<file path="src/design/itoa_pkg.sv">
package itoa_pkg;

	localparam int VALUE_BITS   = 32;
	localparam int MAX_DIGITS   = 32;
	localparam int BITS_PER_CYC = 8;
	localparam int DIV_CYCLES   = (VALUE_BITS + BITS_PER_CYC - 1) / BITS_PER_CYC;
	localparam int DIV_W        = DIV_CYCLES * BITS_PER_CYC;
	localparam int STEP_W       = (DIV_CYCLES > 1) ? $clog2(DIV_CYCLES) : 1;
	localparam int CNT_W        = $clog2(MAX_DIGITS + 1);
	localparam int IDX_W        = $clog2(MAX_DIGITS);

	localparam logic [7:0] CHAR_MINUS = 8'h2d;
	localparam logic [7:0] CHAR_ZERO  = 8'h30;
	localparam logic [7:0] CHAR_NONE  = 8'h00;

	localparam logic [7:0] DIGIT_CHARS [16] = '{
		8'h30, 8'h31, 8'h32, 8'h33, 8'h34, 8'h35, 8'h36, 8'h37,
		8'h38, 8'h39, 8'h61, 8'h62, 8'h63, 8'h64, 8'h65, 8'h66
	};

	localparam logic [15:0] RADIX_MIN = 16'd2;
	localparam logic [15:0] RADIX_MAX = 16'd16;

	typedef struct packed {
		logic [31:0] value;
		logic [15:0] radix;
		logic        negative;
	} in_t;

	typedef struct packed {
		logic [7:0] ascii_char;
		logic       last;
		logic       bad_radix;
	} out_t;

	// Source of the next output word
	typedef enum logic [1:0] {
		SEL_ERR   = 2'd0,
		SEL_ZERO  = 2'd1,
		SEL_MINUS = 2'd2,
		SEL_DIGIT = 2'd3
	} sel_t;

	typedef struct packed {
		logic load;
		logic div_step;
		logic out_load;
		sel_t sel;
	} cmd_t;

	typedef struct packed {
		logic bad;
		logic zero;
		logic neg;
		logic step_last;
		logic quot_zero;
		logic cnt_full;
		logic cnt_one;
		logic out_free;
	} sts_t;

	function automatic logic [7:0] digit_char(input logic [3:0] d);
		return DIGIT_CHARS[d];
	endfunction

endpackage

</file>
<file path="src/design/integer_to_ascii_any_base.sv">
// Converts an unsigned magnitude to ASCII digits in any base from 2 to 16,
// most significant digit first, lower-case hex letters, with a leading '-'
// when negative is set and the magnitude is nonzero. A zero magnitude gives
// a single '0'; a base outside 2..16 gives one word with bad_radix set and
// ascii_char 0, also for a zero magnitude. The last word of each conversion
// has last set. One item is converted at a time: the digits come from a
// long division that retires 8 quotient bits per cycle, one pass over the
// whole value per digit, then leave one per cycle while result_stall is
// low. The next item is taken while the final word still waits.
module integer_to_ascii_any_base (
	input  logic           clk,
	input  logic           arst_n,
	input  logic           item_valid,
	output logic           item_stall,
	input  itoa_pkg::in_t  item,
	output logic           result_valid,
	input  logic           result_stall,
	output itoa_pkg::out_t result
);

	itoa_pkg::cmd_t cmd;
	itoa_pkg::sts_t sts;

	itoa_ctrl u_ctrl (
		.clk        (clk),
		.arst_n     (arst_n),
		.item_valid (item_valid),
		.item_stall (item_stall),
		.sts        (sts),
		.cmd        (cmd)
	);

	itoa_dpath u_dpath (
		.clk          (clk),
		.arst_n       (arst_n),
		.item         (item),
		.cmd          (cmd),
		.sts          (sts),
		.result_stall (result_stall),
		.result_valid (result_valid),
		.result       (result)
	);

endmodule

</file>
<file path="src/design/itoa_dpath.sv">
module itoa_dpath (
	input  logic            clk,
	input  logic            arst_n,
	input  itoa_pkg::in_t   item,
	input  itoa_pkg::cmd_t  cmd,
	output itoa_pkg::sts_t  sts,
	input  logic            result_stall,
	output logic            result_valid,
	output itoa_pkg::out_t  result
);

	logic [itoa_pkg::DIV_W-1:0]  work_q;
	logic [3:0]                  rem_q;
	logic [4:0]                  radix_q;
	logic                        neg_q;
	logic                        bad_q;
	logic                        zero_q;
	logic [itoa_pkg::STEP_W-1:0] step_q;
	logic [itoa_pkg::CNT_W-1:0]  cnt_q;
	logic [3:0]                  store_q [itoa_pkg::MAX_DIGITS];
	itoa_pkg::out_t              result_q;
	logic                        result_valid_q;

	logic [itoa_pkg::DIV_W-1:0]        in_value;
	logic [itoa_pkg::DIV_W-1:0]        value_mask;
	logic [itoa_pkg::DIV_W-1:0]        work_next;
	logic [itoa_pkg::BITS_PER_CYC-1:0] top;
	logic [itoa_pkg::BITS_PER_CYC-1:0] qbits;
	logic [3:0]                        rem_next;
	logic                              step_last;

	assign value_mask = (itoa_pkg::DIV_W'(1) << itoa_pkg::VALUE_BITS) - itoa_pkg::DIV_W'(1);
	assign in_value   = itoa_pkg::DIV_W'(item.value) & value_mask;
	assign top        = work_q[itoa_pkg::DIV_W-1 -: itoa_pkg::BITS_PER_CYC];

	// Long division, several quotient bits per cycle; the partial remainder
	// stays below the radix, so it fits in four bits.
	always_comb begin
		logic [3:0] r;
		logic [4:0] t;
		r     = rem_q;
		qbits = '0;
		for (int i = itoa_pkg::BITS_PER_CYC - 1; i >= 0; i--) begin
			t = {r, top[i]};
			if (t >= radix_q) begin
				qbits[i] = 1'b1;
				r        = 4'(t - radix_q);
			end else begin
				r = t[3:0];
			end
		end
		rem_next = r;
	end

	assign work_next = (work_q << itoa_pkg::BITS_PER_CYC) | itoa_pkg::DIV_W'(qbits);
	assign step_last = (step_q == itoa_pkg::STEP_W'(itoa_pkg::DIV_CYCLES - 1));

	always_comb begin
		sts.bad       = bad_q;
		sts.zero      = zero_q;
		sts.neg       = neg_q;
		sts.step_last = step_last;
		sts.quot_zero = (work_next == '0);
		sts.cnt_full  = (cnt_q == itoa_pkg::CNT_W'(itoa_pkg::MAX_DIGITS - 1));
		sts.cnt_one   = (cnt_q == itoa_pkg::CNT_W'(1));
		sts.out_free  = !result_valid_q || !result_stall;
	end

	always_ff @(posedge clk or negedge arst_n) begin
		if (!arst_n) begin
			step_q <= '0;
			cnt_q  <= '0;
			rem_q  <= '0;
			bad_q  <= 1'b0;
			zero_q <= 1'b0;
			neg_q  <= 1'b0;
		end else if (cmd.load) begin
			step_q <= '0;
			cnt_q  <= '0;
			rem_q  <= '0;
			bad_q  <= (item.radix < itoa_pkg::RADIX_MIN) || (item.radix > itoa_pkg::RADIX_MAX);
			zero_q <= (in_value == '0);
			neg_q  <= item.negative;
		end else if (cmd.div_step) begin
			if (step_last) begin
				step_q <= '0;
				rem_q  <= '0;
				cnt_q  <= cnt_q + itoa_pkg::CNT_W'(1);
			end else begin
				step_q <= step_q + itoa_pkg::STEP_W'(1);
				rem_q  <= rem_next;
			end
		end else if (cmd.out_load && cmd.sel == itoa_pkg::SEL_DIGIT) begin
			cnt_q <= cnt_q - itoa_pkg::CNT_W'(1);
		end
	end

	always_ff @(posedge clk) begin
		if (cmd.load) begin
			work_q  <= in_value;
			radix_q <= item.radix[4:0];
		end else if (cmd.div_step) begin
			work_q <= work_next;
		end
	end

	always_ff @(posedge clk) begin
		if (cmd.div_step && step_last) begin
			store_q[itoa_pkg::IDX_W'(cnt_q)] <= rem_next;
		end
	end

	always_ff @(posedge clk or negedge arst_n) begin
		if (!arst_n) begin
			result_valid_q <= 1'b0;
		end else if (cmd.out_load) begin
			result_valid_q <= 1'b1;
		end else if (!result_stall) begin
			result_valid_q <= 1'b0;
		end
	end

	always_ff @(posedge clk) begin
		if (cmd.out_load) begin
			case (cmd.sel)
				itoa_pkg::SEL_ERR: begin
					result_q <= '{ascii_char: itoa_pkg::CHAR_NONE, last: 1'b1, bad_radix: 1'b1};
				end
				itoa_pkg::SEL_ZERO: begin
					result_q <= '{ascii_char: itoa_pkg::CHAR_ZERO, last: 1'b1, bad_radix: 1'b0};
				end
				itoa_pkg::SEL_MINUS: begin
					result_q <= '{ascii_char: itoa_pkg::CHAR_MINUS, last: 1'b0, bad_radix: 1'b0};
				end
				default: begin
					result_q <= '{ascii_char: itoa_pkg::digit_char(
							store_q[itoa_pkg::IDX_W'(cnt_q - itoa_pkg::CNT_W'(1))]),
						last: sts.cnt_one, bad_radix: 1'b0};
				end
			endcase
		end
	end

	assign result_valid = result_valid_q;
	assign result       = result_q;

endmodule

</file>
<file path="src/design/itoa_ctrl.sv">
module itoa_ctrl (
	input  logic           clk,
	input  logic           arst_n,
	input  logic           item_valid,
	output logic           item_stall,
	input  itoa_pkg::sts_t sts,
	output itoa_pkg::cmd_t cmd
);

	typedef enum logic [4:0] {
		ST_IDLE     = 5'b00001,
		ST_CLASSIFY = 5'b00010,
		ST_DIVIDE   = 5'b00100,
		ST_SIGN     = 5'b01000,
		ST_EMIT     = 5'b10000
	} state_t;

	state_t state_q;
	state_t state_next;

	assign item_stall = (state_q != ST_IDLE);

	always_comb begin
		state_next   = state_q;
		cmd.load     = 1'b0;
		cmd.div_step = 1'b0;
		cmd.out_load = 1'b0;
		cmd.sel      = itoa_pkg::SEL_DIGIT;
		case (state_q)
			ST_IDLE: begin
				if (item_valid) begin
					cmd.load   = 1'b1;
					state_next = ST_CLASSIFY;
				end
			end
			ST_CLASSIFY: begin
				// bad radix and zero magnitude each give a single word
				if (sts.bad || sts.zero) begin
					if (sts.out_free) begin
						cmd.out_load = 1'b1;
						cmd.sel      = sts.bad ? itoa_pkg::SEL_ERR : itoa_pkg::SEL_ZERO;
						state_next   = ST_IDLE;
					end
				end else begin
					state_next = ST_DIVIDE;
				end
			end
			ST_DIVIDE: begin
				cmd.div_step = 1'b1;
				if (sts.step_last && (sts.quot_zero || sts.cnt_full)) begin
					state_next = sts.neg ? ST_SIGN : ST_EMIT;
				end
			end
			ST_SIGN: begin
				if (sts.out_free) begin
					cmd.out_load = 1'b1;
					cmd.sel      = itoa_pkg::SEL_MINUS;
					state_next   = ST_EMIT;
				end
			end
			ST_EMIT: begin
				if (sts.out_free) begin
					cmd.out_load = 1'b1;
					cmd.sel      = itoa_pkg::SEL_DIGIT;
					if (sts.cnt_one) begin
						state_next = ST_IDLE;
					end
				end
			end
			default: begin
				state_next = ST_IDLE;
			end
		endcase
	end

	always_ff @(posedge clk or negedge arst_n) begin
		if (!arst_n) begin
			state_q <= ST_IDLE;
		end else begin
			state_q <= state_next;
		end
	end

endmodule
</file>
<file path="config.mk">
export PLATFORM = sky130hd
export DESIGN_NAME = integer_to_ascii_any_base
export DESIGN_NICKNAME = d
export VERILOG_FILES = /design/src/design/itoa_pkg.sv /design/src/design/integer_to_ascii_any_base.sv /design/src/design/itoa_dpath.sv /design/src/design/itoa_ctrl.sv
export SDC_FILE = /design/constraint.sdc
export NUM_CORES = 1
export LEC_CHECK = 0
export ABC_AREA = 1
export BUFFER_PORTS_ARGS = -buffer_cell sky130_fd_sc_hd__buf_2
export CORE_MARGIN = 3
export CORE_UTILIZATION = 30
export CTS_CLUSTER_DIAMETER = 100
export CTS_CLUSTER_SIZE = 14
export DETAILED_ROUTE_END_ITERATION = 10
export GPL_TIMING_DRIVEN = 0
export PLACE_DENSITY = 0.44
export SLEW_MARGIN = 20
export SYNTH_ARGS = -nofsm -noshare
export SYNTH_HDL_FRONTEND = slang
export SYNTH_SLANG_ARGS = --single-unit
export TNS_END_PERCENT = 20
</file>
<file path="constraint.sdc">
create_clock -name clk -period 17.85 [get_ports clk]
set_input_delay 3.57 -clock clk [delete_from_list [all_inputs] [get_ports clk]]
set_output_delay 3.57 -clock clk [all_outputs]
set_load 0.01 [all_outputs]
</file>
-- Word-level counts from Yosys, hierarchy flattened
Memory sizes are Yosys's and may differ from the RTL's.
Cells that the tools add are included.
- bits in registers: 68
- latch bits: 0
- RAM bits: 128
- ROM bits: 128
- output and inout port bits: 12
- memories: 2
- add/sub/neg operators: 11
- multiply operators: 0
- div/mod/pow operators: 0
- $lt $le $gt $ge: 11
- equality and inequality tests: 20
- shifts and indexed selects: 0
- multiplexer cells: 53
- bitwise logic cells: 2
- reduce and logical (&&, ||, !) cells: 16
- memory list (memory ; depth ; width ; rd ports ; clocked after Yosys merged registers in ; wr ports ; line ; text):
    (no name shown) ; 16 ; 8 ; 1 ; 0 ; 0 ; itoa_pkg.sv:63 ; return DIGIT_CHARS[d];
    u_dpath.store_q ; 32 ; 4 ; 1 ; 0 ; 1 ; itoa_dpath.sv:20 ; logic [3:0] store_q [itoa_pkg::MAX_DIGITS];
- operators by type and width (cell ; count):
    zero test 32 bit ; 2
    two-way mux 32 bit ; 2
    two-way mux 4 bit ; 11
    greater-or-equal comparator 5 bit ; 8
    two-way mux 5 bit ; 8
    OR 32 x 8 -> 32 bit ; 1
    subtractor 4 bit ; 8
    one-hot mux 10 bit (3 select lines) ; 1
    one-hot mux 5 bit (5 select lines) ; 1
    two-way mux 6 bit ; 4
    > comparator 16 x 5 -> 1 bit, second input constant ; 1
    < comparator 16 x 2 -> 1 bit, second input constant ; 1
    two-way mux 1 bit ; 16
    two-way mux 8 bit ; 2
    two-way mux 3 bit ; 4
    one-hot mux 3 bit (3 select lines) ; 1
    != test 2 bit, second input constant ; 4
    adder 6 x 1 -> 6 bit, second input constant ; 1
    equality test 2 bit, second input constant ; 3
    equality test 6 x 1 -> 1 bit, second input constant ; 1
    equality test 6 x 5 -> 1 bit, second input constant ; 1
    two-way mux 2 bit ; 3
    != test 3 bit, second input constant ; 2
    AND reduction 6 bit ; 1
    19 further kinds ; 26

-- Depth between registers and ports, before layout
- word-level depth: 22
- depth in mapped cells: 77

-- Cells and area by module
Synthesis repeated with hierarchy kept, for this count alone.
- cells, all modules: 1195
- area total of the unflattened synthesis: 10867.9 sq um
- by module, submodules not included (module ; instances ; cells each ; area each (sq um)):
    itoa_dpath ; 1 ; 1132 ; 10415.0
    itoa_ctrl ; 1 ; 63 ; 452.9

-- Worst setup path before layout
Ideal clock, no wire load.
- path type: reg-to-reg
- from: register u_dpath.radix_q[1]
- to: memory u_dpath.store_q[0][1], data pin
- setup time: 343 ps
- data arrival time: 9266 ps
- data required time: 17507 ps
- slack: 8241 ps
- cell stages (with the launch flop): 66
- cells stage by stage: edfxtp_1 inv_1 ha_1 nand2_1 inv_1 nand2_1 nor2_1 nor2_2 inv_2 o21ai_1 inv_1 ha_1 nand2_1 nand3b_1 nand2_1 nor2_1 nand2_1 nand2_1 (+30 left out) nand2_1 nand2_1 inv_1 ha_1 a21o_1 nand2_1 nand3_1 o21ai_0 inv_1 ha_1 nand2_1 nand2_1 nand2_1 nand2_1 nor2_1 or2_2 a21boi_0 inv_1
- cells in the longest elaborated chain, start to end: 16
- elaborated cells on any way between the ends: 24
- those cells by class: add/sub: 8; order compare: 8; mux: 8
- RTL lines (what ; line ; text):
    from (decl) ; itoa_dpath.sv:14 ; logic [4:0] radix_q;
    from (signal assigned) ; itoa_dpath.sv:101 ; radix_q <= item.radix[4:0];
    subtractor 4 bit / greater-or-equal comparator 5 bit (equally long branches) ; itoa_dpath.sv:47, itoa_dpath.sv:45 ;
    two-way mux 4 bit ; itoa_dpath.sv:45 ; if (t >= radix_q) begin
    subtractor 4 bit / greater-or-equal comparator 5 bit (equally long branches) ; itoa_dpath.sv:47, itoa_dpath.sv:45 ;
    two-way mux 4 bit ; itoa_dpath.sv:45 ;
    subtractor 4 bit / greater-or-equal comparator 5 bit (equally long branches) ; itoa_dpath.sv:47, itoa_dpath.sv:45 ;
    two-way mux 4 bit ; itoa_dpath.sv:45 ;
    greater-or-equal comparator 5 bit / subtractor 4 bit (equally long branches) ; itoa_dpath.sv:45, itoa_dpath.sv:47 ;
    two-way mux 4 bit ; itoa_dpath.sv:45 ;
    subtractor 4 bit / greater-or-equal comparator 5 bit (equally long branches) ; itoa_dpath.sv:47, itoa_dpath.sv:45 ;
    two-way mux 4 bit ; itoa_dpath.sv:45 ;
    subtractor 4 bit / greater-or-equal comparator 5 bit (equally long branches) ; itoa_dpath.sv:47, itoa_dpath.sv:45 ;
    two-way mux 4 bit ; itoa_dpath.sv:45 ;
    greater-or-equal comparator 5 bit / subtractor 4 bit (equally long branches) ; itoa_dpath.sv:45, itoa_dpath.sv:47 ;
    two-way mux 4 bit ; itoa_dpath.sv:45 ;
    subtractor 4 bit / greater-or-equal comparator 5 bit (equally long branches) ; itoa_dpath.sv:47, itoa_dpath.sv:45 ;
    two-way mux 4 bit * ; itoa_dpath.sv:45 ;
    via u_dpath.rem_next[1] ; itoa_dpath.sv:29 ; logic [3:0] rem_next;
    to (decl) ; itoa_dpath.sv:20 ;
The timed path passes the listed nets; every way through them passes the cells marked *.

-- Final worst setup path
- from: register u_dpath.radix_q[1]
- to: memory u_dpath.store_q[18][1], data pin
Same word-level chain as after synthesis.

==> metrics.txt <==
clk buf depth 2; CTS tree yes; Mapped Area 0.0108 sq mm; Max Clock Skew 0.0232 ns; vias in the first global route 8,236; CTS root buf clkbuf_16; post-synthesis adder-cell area fraction 0.0703; top area cells in the synthesized netlist edfxtp_1, nand2_1, ha_1; Mapped Cells 1,194; ys async rst share 0.108; Hold Buf Count CTS 0; number of buffers added for setup after CTS 0; PortBufs 63; crit path capture type flip-flop; M1 WL 14,700 microns; area share of and/or/nand/nor cells after synthesis 0.242; Commonest cells post-synth nand2_1, edfxtp_1, inv_1; Initial Util 0.309; Worst Max-Slew Pin Slew around 1.1 ns; Mapped Avg Cell Area between 9 and 10 sq um; vias per cell 4.76; Unique masters post-synth 50; CP Launch Type flip-flop; Setup TNS Final 0 ns; first-pass GRT wire length 48,900 microns; Synth top area share 0.483; Seq cells post-synth 195; CP Data Required Time roughly 18 ns; FMAX 74.2 MHz; Synth warnings 0; I/O pins between 60 and 70; initial antenna violation count 0; largest family of logic cells by synthesized area simple AND/OR/NAND/NOR gates; most frequent CP cell nand2_1; max-cap violations 0; core area 0.0351 sq mm; Clock transition at path regs 0.08 ns; syn nets 1,303; r2r setup slk 4.37 ns; die area 0.0384 sq mm; Max Used Layer met4; top cell type by total area after synthesis edfxtp_1; largest net degree at the start of global routing 33; RSZ-0062 raised after global routing false; Slew Viols, Final 0; met3 wire length between 1500 and 2000 microns; dpl hpwl ~23,000 microns; Worst Path Arrival 13.33 ns; drt total wl 32,000 microns; Reg area 0.00575 sq mm; max-slew headroom at the worst pin 0.276; Clock Latency Late Sink between 0.4 and 0.5 ns; Synth Area in Compound Gates 0.0633; drt wl/cell 18.3 microns; setup violators final 0; critical path peak fanout 32; final hold vios 0; Seq/Total Area, Yosys 0.532; num rows 68; Fillers 3,645; Final ANT Viol Nets 0; Synth Area in XOR/XNOR 0.0263; Initial DRT Pass Iterations 5; grt total ovfl 0; H-tree levels 4; GP Congestion 0.799; cts bufs inserted 17; routed wl met2 approximately 15,000 microns; drt first-iter violations ~510; nets 1,387; proportion of layout cells with a drive suffix above 1 0.122; worst hold path class flip-flop to flip-flop; count leader, synth nand2_1; gr usage total 0.169; Chip Height 196 microns; DR DRC count 0; Layout area overhead 14.1%; mux cell area share after synthesis 0; outcome finished clean; period utilization 0.755; Inserted Diodes 0; slowest cell delay on critical path 0.90 ns; Primary FF master, synth edfxtp_1; slowest CP cell clkinv_1; via count 8,307; post-route minimum period ~13 ns; Post-synth EDFFs 174; die width 196 microns; post-CTS sizing 0; Setup CP Type flip-flop to flip-flop; CTS Sinks 195; area of the multi-input gates 0.00435 sq mm
==> worst max-delay path, delay by kind of cell, from the launching register on <==
family	cells	cell delay (ns)
buffers and inverters	12	2.23
adders and majority gates	8	2.50
DFF	1	0.77
AOI/OAI and AO/OA	9	1.79
and+or+nand+nor	36	5.57
==> layout by cell type, fill, tap and decap left out, types with 5 or more instances in the layout <==
cell,Yosys,routed
clkbuf_1,15,15
ha_1,48,48
inv_1,135,133
o211ai_1,11,11
nand4_1,6,6
inv_6,1,5
xnor2_1,6,6
dfrtp_1,20,20
nor2_1,129,129
nor4_1,10,10
inv_2,6,7
xor2_1,12,12
nand2_1,355,354
nand3_2,7,7
nand2_2,6,7
o21ai_1,28,28
buf_2,15,78
a21oi_1,14,14
edfxtp_1,174,174
nand3_1,86,86
fa_1,8,8
o21ai_0,41,41
nor3_1,10,10
clkbuf_16,0,17
==> registers in the layout, summed over array words and instances (netlist names) <==
| signal | cells |
|---|---|
| u_dpath.rem_q | 4 |
| u_dpath.cnt_q | 6 |
| u_dpath.store_q | 128 |
| u_dpath.bad_q | 1 |
| u_ctrl.state_q | 5 |
| u_dpath.zero_q | 1 |
| u_dpath.result_valid | 1 |
| u_dpath.step_q | 2 |
| u_dpath.work_q | 32 |
| u_dpath.radix_q | 5 |
| u_dpath.neg_q | 1 |
| u_dpath.result | 9 |
==> cell families (layout without fill, tap and decap cells) <==
| kind of cell | Yosys count | in the layout |
|---|---|---|
| compound gates | 119 | 119 |
| buf+inv | 178 | 274 |
| fa+ha+maj | 56 | 56 |
| flops | 195 | 195 |
| xor+xnor | 23 | 23 |
| other cells | 1 | 1 |
| simple gates | 622 | 622 |
==> final cells by class <==
class / count / share of cell area
Multi-Input combinational cell: 821 / 0.353
Clock inverter: 14 / 0.0133
Clock buffer: 17 / 0.0345
Inverter: 143 / 0.0440
Tap cell: 455 / 0.0461
Timing Repair Buffer: 65 / 0.0294
Sequential cell: 195 / 0.466
Buffer: 35 / 0.0143
==> path summary, 6_finish.rpt <==
| check | cells after the start | to | from |
|---|---|---|---|
| min | 1 | u_dpath.step_q[0] | u_dpath.step_q[0] |
| max | 65 | u_dpath.store_q[18][1] | u_dpath.radix_q[1] |
| min in group asynchronous | 1 | u_dpath.result_valid | arst_n |
| max in group asynchronous | 1 | u_dpath.cnt_q[3] | arst_n |
| max reg2reg | 65 | u_dpath.store_q[18][1] | u_dpath.radix_q[1] |
| min reg2reg | 1 | u_dpath.step_q[0] | u_dpath.step_q[0] |
==> through the flow <==
step | utilization | hold WS (ns) | instance area, sq um | std cells | worst slack, ns
5_1_grt | 0.352 | 0.519 | 12300 | 1745 | 2.92
6_report | 0.352 | 0.493 | 12300 | 1745 | 4.37
4_1_cts | 0.352 | 0.486 | 12300 | 1745 | 4.71
2_1_floorplan | - | 0.447 | 10800 | 1194 | 8.24
3_3_place_gp | 0.334 | 0.472 | 11700 | 1712 | 4.55
3_5_place_dp | 0.335 | 0.470 | 11800 | 1714 | 4.74
==> layer usage <==
| layer | up-vias | GRT usage |
|---|---|---|
| li1 | 4127 | - |
| met1 | 3908 | 0.228 |
| met2 | 221 | 0.282 |
| met3 | 51 | 0.0297 |
| met4 | 0 | 0.0452 |
| met5 | - | 0 |
Power is left out: the tool's default activity adds up to more than one toggle a clock period on the data nets, which glitch-free logic cannot reach.
